$ cat src/rtl/midi_redundant_message_filter_defines.svh
// Assertion macros for the MIDI redundant message filter.
// Each check is sampled on the rising edge of i_clk and is ignored while i_rst_n is low.
`ifndef MIDI_REDUNDANT_MESSAGE_FILTER_DEFINES_SVH
`define MIDI_REDUNDANT_MESSAGE_FILTER_DEFINES_SVH

`ifndef SYNTH
// The consequent must hold in the same cycle as the antecedent.
`define MRMF_ASSERT_SAME(lbl, ante, cons, msg) \
    lbl: assert property (@(posedge i_clk) disable iff (!i_rst_n) (ante) |-> (cons)) \
        else $error(msg);
// The consequent must hold in the cycle after the antecedent.
`define MRMF_ASSERT_NEXT(lbl, ante, cons, msg) \
    lbl: assert property (@(posedge i_clk) disable iff (!i_rst_n) (ante) |=> (cons)) \
        else $error(msg);
`else
`define MRMF_ASSERT_SAME(lbl, ante, cons, msg)
`define MRMF_ASSERT_NEXT(lbl, ante, cons, msg)
`endif

`endif

$ cat src/rtl/mrmf_ram.sv
`default_nettype none

// Simple dual-port RAM: one write port and one read port with a registered read.
// A read at the address being written in the same cycle returns the old data.
module mrmf_ram #(
    parameter int WIDTH = 8,
    parameter int DEPTH = 256
) (
    input  wire logic                     i_clk,
    input  wire logic                     i_we,
    input  wire logic [$clog2(DEPTH)-1:0] i_waddr,
    input  wire logic [WIDTH-1:0]         i_wdata,
    input  wire logic                     i_re,
    input  wire logic [$clog2(DEPTH)-1:0] i_raddr,
    output logic      [WIDTH-1:0]         o_rdata
);

    logic [WIDTH-1:0] r_mem [DEPTH];

    always_ff @(posedge i_clk) begin
        if (i_we) begin
            r_mem[i_waddr] <= i_wdata;
        end
        if (i_re) begin
            o_rdata <= r_mem[i_raddr];
        end
    end

endmodule

`default_nettype wire
$ cat config.mk
export PLATFORM = sky130hd
export DESIGN_NAME = mrmf_ram
export DESIGN_NICKNAME = d
export VERILOG_FILES = /design/src/rtl/midi_redundant_message_filter_defines.svh /design/src/rtl/mrmf_ram.sv
export SDC_FILE = /design/constraint.sdc
export NUM_CORES = 2
export LEC_CHECK = 0
export BUFFER_PORTS_ARGS = -buffer_cell sky130_fd_sc_hd__buf_4
export CAP_MARGIN = 25
export CORE_MARGIN = 2
export CORE_UTILIZATION = 43
export CTS_BUF_LIST = sky130_fd_sc_hd__clkbuf_8
export DETAILED_ROUTE_END_ITERATION = 12
export GPL_TIMING_DRIVEN = 0
export PLACE_DENSITY = 0.69
export SYNTH_ARGS = -nofsm -noshare
export SYNTH_HDL_FRONTEND = slang
export SYNTH_SLANG_ARGS = --single-unit
$ cat constraint.sdc
create_clock -name i_clk -period 8.6 [get_ports i_clk]
set_clock_uncertainty 0.1 [all_clocks]
set_input_delay 1.72 -clock i_clk [delete_from_list [all_inputs] [get_ports i_clk]]
set_output_delay 1.72 -clock i_clk [all_outputs]
set_load 0.05 [all_outputs]
# --- Word-level counts from Yosys, hierarchy flattened ---
# Memory sizes are Yosys's and may differ from the RTL's. A register that Yosys moved wholly into a read port is not among the register bits.
# Index checks and enable logic that the tools add are counted.
classes:
  n_mux: 2
op_table:
  columns: ["cell", "n"]
  rows:
  - ["2-to-1 mux 1 bit", 2]
totals:
  mem_bits_rw: 2048
  in_bits: 27
  memories: 1
  regBits: 0
  word_cells: 3
memory_table:
  columns: ["name", "words", "word_bits", "read_ports", "rd_clocked_by_memory_dff", "wr", "line", "rtl"]
  rows:
  - ["r_mem", 256, 8, 1, 1, 1, "mrmf_ram.sv:18", "logic [WIDTH-1:0] r_mem [DEPTH];"]

# --- Depth between registers and ports, before layout ---
logic_depth:
  ltp_word: 2
  ltp_mapped: 11
  mapped_depth_nobuf: 6

# --- Worst setup path after synthesis ---
# OpenSTA, ideal clock, no wires.
synth_timing:
  kind: "input port to flip-flop"
  from: "input port i_raddr[0]"
  to: "register o_rdata[2] (read register of r_mem), data pin"
  path_stages: 9
  setup_slack_ns: 4.704
  t_arrival_ns: 3.527
  path_buffers: 4
  setup_ns: 0.269
  required_ns: 8.231
  cell_sequence: "buf_6 -> buf_12 -> buf_8 -> buf_2 -> mux4_2 -> a22oi_1 -> a21oi_1 -> nor4_1 -> nor4_2"
synth_lines:
  columns: ["element", "line", "rtl"]
  rows:
  - ["start, declared", "mrmf_ram.sv:14", "input wire logic [$clog2(DEPTH)-1:0] i_raddr,"]
  - ["end, declared", "mrmf_ram.sv:15", "output logic [WIDTH-1:0] o_rdata"]

==> reports/summary.txt <==
DR vias: 42,856
Crit path to: o_rdata[5]$_DFFE_PP_
Hold Buf Count CTS: 0
Initial antenna violation count: 17
DRT Wirelength: 235,000 um
Pwr Density: 222 nW/um^2
Synth Instances: 3,733
Global-route wire length before repair: 321,000 um
Nets: 4,185
Slew Limit Fails: 0
Final hold violations: 0
Peak supply drop: 0.222 mV
Hpwl dp: 154,000 um
Avg Inst Size Synth: 21.3 um^2
Wire per inst: 34.2 um
Core Util, Final: 48.8%
Crit path kind: primary input to register
Drt first pass iters: 7
Slowest CP cell: a221oi_1
Levels on crit path: 10
Die H: 434 um
Yosys synthesis warning count: 0
Root buffer cell: clkbuf_8
I/O Pins: 35
Layout cells sized above 1: 24.1%
Hold crit path type: primary input to register
Sink Count: 2,056
Adder-Cell Fraction of Synth Area: 0%
CTS tree: done
I/O Buffers: 27
Die ar.: 189,000 um^2
R2R setup slack: 4.54 ns
#FFs+latches synth: 2,056
Synth Area in Compound Gates: 3.42%
Met2 wire length: 105,000 um
Clock transition at path regs: 0.06 ns
Worst Path Arrival: 6.51 ns
Largest net degree at the start of global routing: 165
Crit. End Element: register
Area grow syn2layout: 12.5%
Post-synthesis mux area share: 14.6%
Met1 WL: 82,900 um
Top cell type's share of synthesized area: 77.5%
WP data required: 9.27 ns
Tot GR Track Use: 24.8%
RD Place Congestion: 0.982
Post-Synthesis Net Count: 3,760
Unrepaired setup endpoints after global routing: no
Max frequency: 171 MHz
Clock Latency Late Sink: 1.07 ns
Drt via density: 6.24
Top Layer Used: met5
Share of flip-flops with an asynchronous set or reset: 0%
CP top delay family: buffers and inverters
Antenna Nets Post-Route: 0
Initial Utilization: 43.4%
Number of CTS-inserted buffers: 334
XOR/XNOR share of the synthesized area: 0%
Leakage: 27.9 nW
Max Cap Viol: 0
R2R Path Start: r_mem[82][5]$_DFFE_PP_
Synth area leader: edfxtp_1
Metal3 WL: 30,700 um
GRT overflow: 0
Post-layout minimum cycle time: 5.84 ns
Critical Path Fanout Max: 10
Final worst slack: 2.76 ns
Number of setup violations in the final report: 0
DIE WIDTH: 434 um
Vias in the first global route: 41,753
CP Buf/Inv Count: 5
Register area share after synthesis: 77.5%
Post-synth EDFFs: 2,056
Main combinational cell family by area after synthesis: multiplexers
Syn Std Cell Area: 79,600 um^2
Core Area: 183,000 um^2
Post-route DRC: 0
Tightest Pin Transition: 1.39 ns
R2r endpoint: o_rdata[5]$_DFFE_PP_
Slew headroom: 6.60%
H-tree depth: 5
Total setup buffers inserted after CTS: 0
Setup TNS: 0 ns
Crit share post-route: 67.9%
Initial DRC Count: 6,889
Worst path cell trace: buf_4 > buf_4 > clkbuf_1 > nor2_1 > clkbuf_1 > a221oi_1 > o32ai_1 > nor3_1 > nor4_1 > buf_2
Clock Tree Buf Depth: 4
# rows: 157
Slowest stage delay, CP: 1.20 ns
Worst Reg-to-Reg Cells: 7
Post-CTS resize count: 0
Critical Path Start: i_raddr[4]
Prevailing post-synth register cell: edfxtp_1
Status: completed
Largest cells by area after synthesis: edfxtp_1 78%, mux4_2 13%, mux2i_1 1.7%
Startpoint types: primary input
Count of cell types in the netlist: 54
Post-place setup slack: 2.20 ns
Post-Synth Simple-Gate Area: 2.63%
-- logic make-up (layout without fill, tap and decap cells) --
| group | after synthesis | in the layout |
|---|---|---|
| other cells | 0 | 11 |
| mux | 591 | 591 |
| buf+inv | 235 | 890 |
| flops | 2056 | 2056 |
| simple gates | 466 | 466 |
| compound gates | 385 | 385 |
-- sequential cells by signal, indices dropped and copies added (netlist names) --
name     flops
o_rdata      8
r_mem     2048
-- report_power, final --
part	switching, W	internal [W]
combinational	0.000827	0.000371
sequential	0.00000913	0.0111
clock	0.00381	0.00384
total	0.00465	0.0153
-- synthesized netlist by cell type (all sizes together), types with 16 or more instances --
library cell  number
o22ai             28
o221ai            47
nand2             33
a22oi            133
buf              122
a21oi             96
nor2             282
nor4              27
nor2b             31
clkbuf           111
nor3              22
nand3             34
edfxtp          2056
a211oi            16
mux2i            134
mux4             456
-- final cells by class --
class | instances | area, um^2
fill | 14808 | 93900
sequential | 2056 | 61700
multi-input combinational | 1442 | 16500
clock buffer | 341 | 4690
tap | 2464 | 3080
buffer | 233 | 1470
clock inverter | 225 | 1060
timing repair buffer | 89 | 1050
antenna | 11 | 27.5
inverter | 2 | 7.51
-- cell usage in the layout, fill, tap and decap left out, types with 31 or more instances in the layout --
cell and instances:
buf_8 41, nor2_1 282, clkbuf_8 342, a21oi_1 96, nand3_1 34, clkbuf_1 93
a22oi_1 133, clkinv_2 34, clkinv_1 91, mux4_2 454, inv_1 93, edfxtp_1 2056
mux2i_1 134, buf_2 42, buf_4 56, o221ai_1 46, nand2_1 33, nor2b_1 31
-- metrics by stage --
stage / hold WS, ns / instances / total power [W] / area, um^2
after global placement: 1.08 / 6224 / 0.0124 / 82900
after CTS: 0.898 / 6838 / 0.0199 / 89400
final: 0.944 / 6863 / 0.0199 / 89600
after detailed placement: 1.11 / 6272 / 0.0124 / 83700
after floorplan: 0.764 / 3733 / 0.0118 / 79600
after global routing: 0.928 / 6856 / 0.0203 / 89600
-- routing by layer --
| metal | GRT usage (%) | up-vias |
|---|---|---|
| met2 | 36.7 | 3394 |
| li1 | - | 16591 |
| met4 | 15.0 | 14 |
| met3 | 7.44 | 708 |
| met5 | 0 | - |
| met1 | 32.3 | 22149 |
-- worst reg2reg max path, stage by stage, from the launching register on --
cell,delay [ns]
edfxtp_1,0.37
mux4_2,0.48
a22o_1,0.27
a221oi_1,0.95
o32ai_1,0.34
nor3_1,0.79
nor4_1,0.26
buf_2,0.24
-- how the worst min path moves through the flow --
stage                       startpoint              endpoint  slack (ns)  cells after the start
2_1_floorplan   r_mem[40][3]$_DFFE_PP_  o_rdata[3]$_DFFE_PP_        0.76                      6
3_3_place_gp   r_mem[146][2]$_DFFE_PP_  o_rdata[2]$_DFFE_PP_        1.08                      5
3_5_place_dp   r_mem[144][2]$_DFFE_PP_  o_rdata[2]$_DFFE_PP_        1.11                      5
4_1_cts                           i_re  o_rdata[2]$_DFFE_PP_        0.90                      1
5_1_grt                           i_re  o_rdata[5]$_DFFE_PP_        0.93                      1
6_report                          i_re  o_rdata[2]$_DFFE_PP_        0.94                      1
No activity file was read; power rests on OpenSTA's default activity.
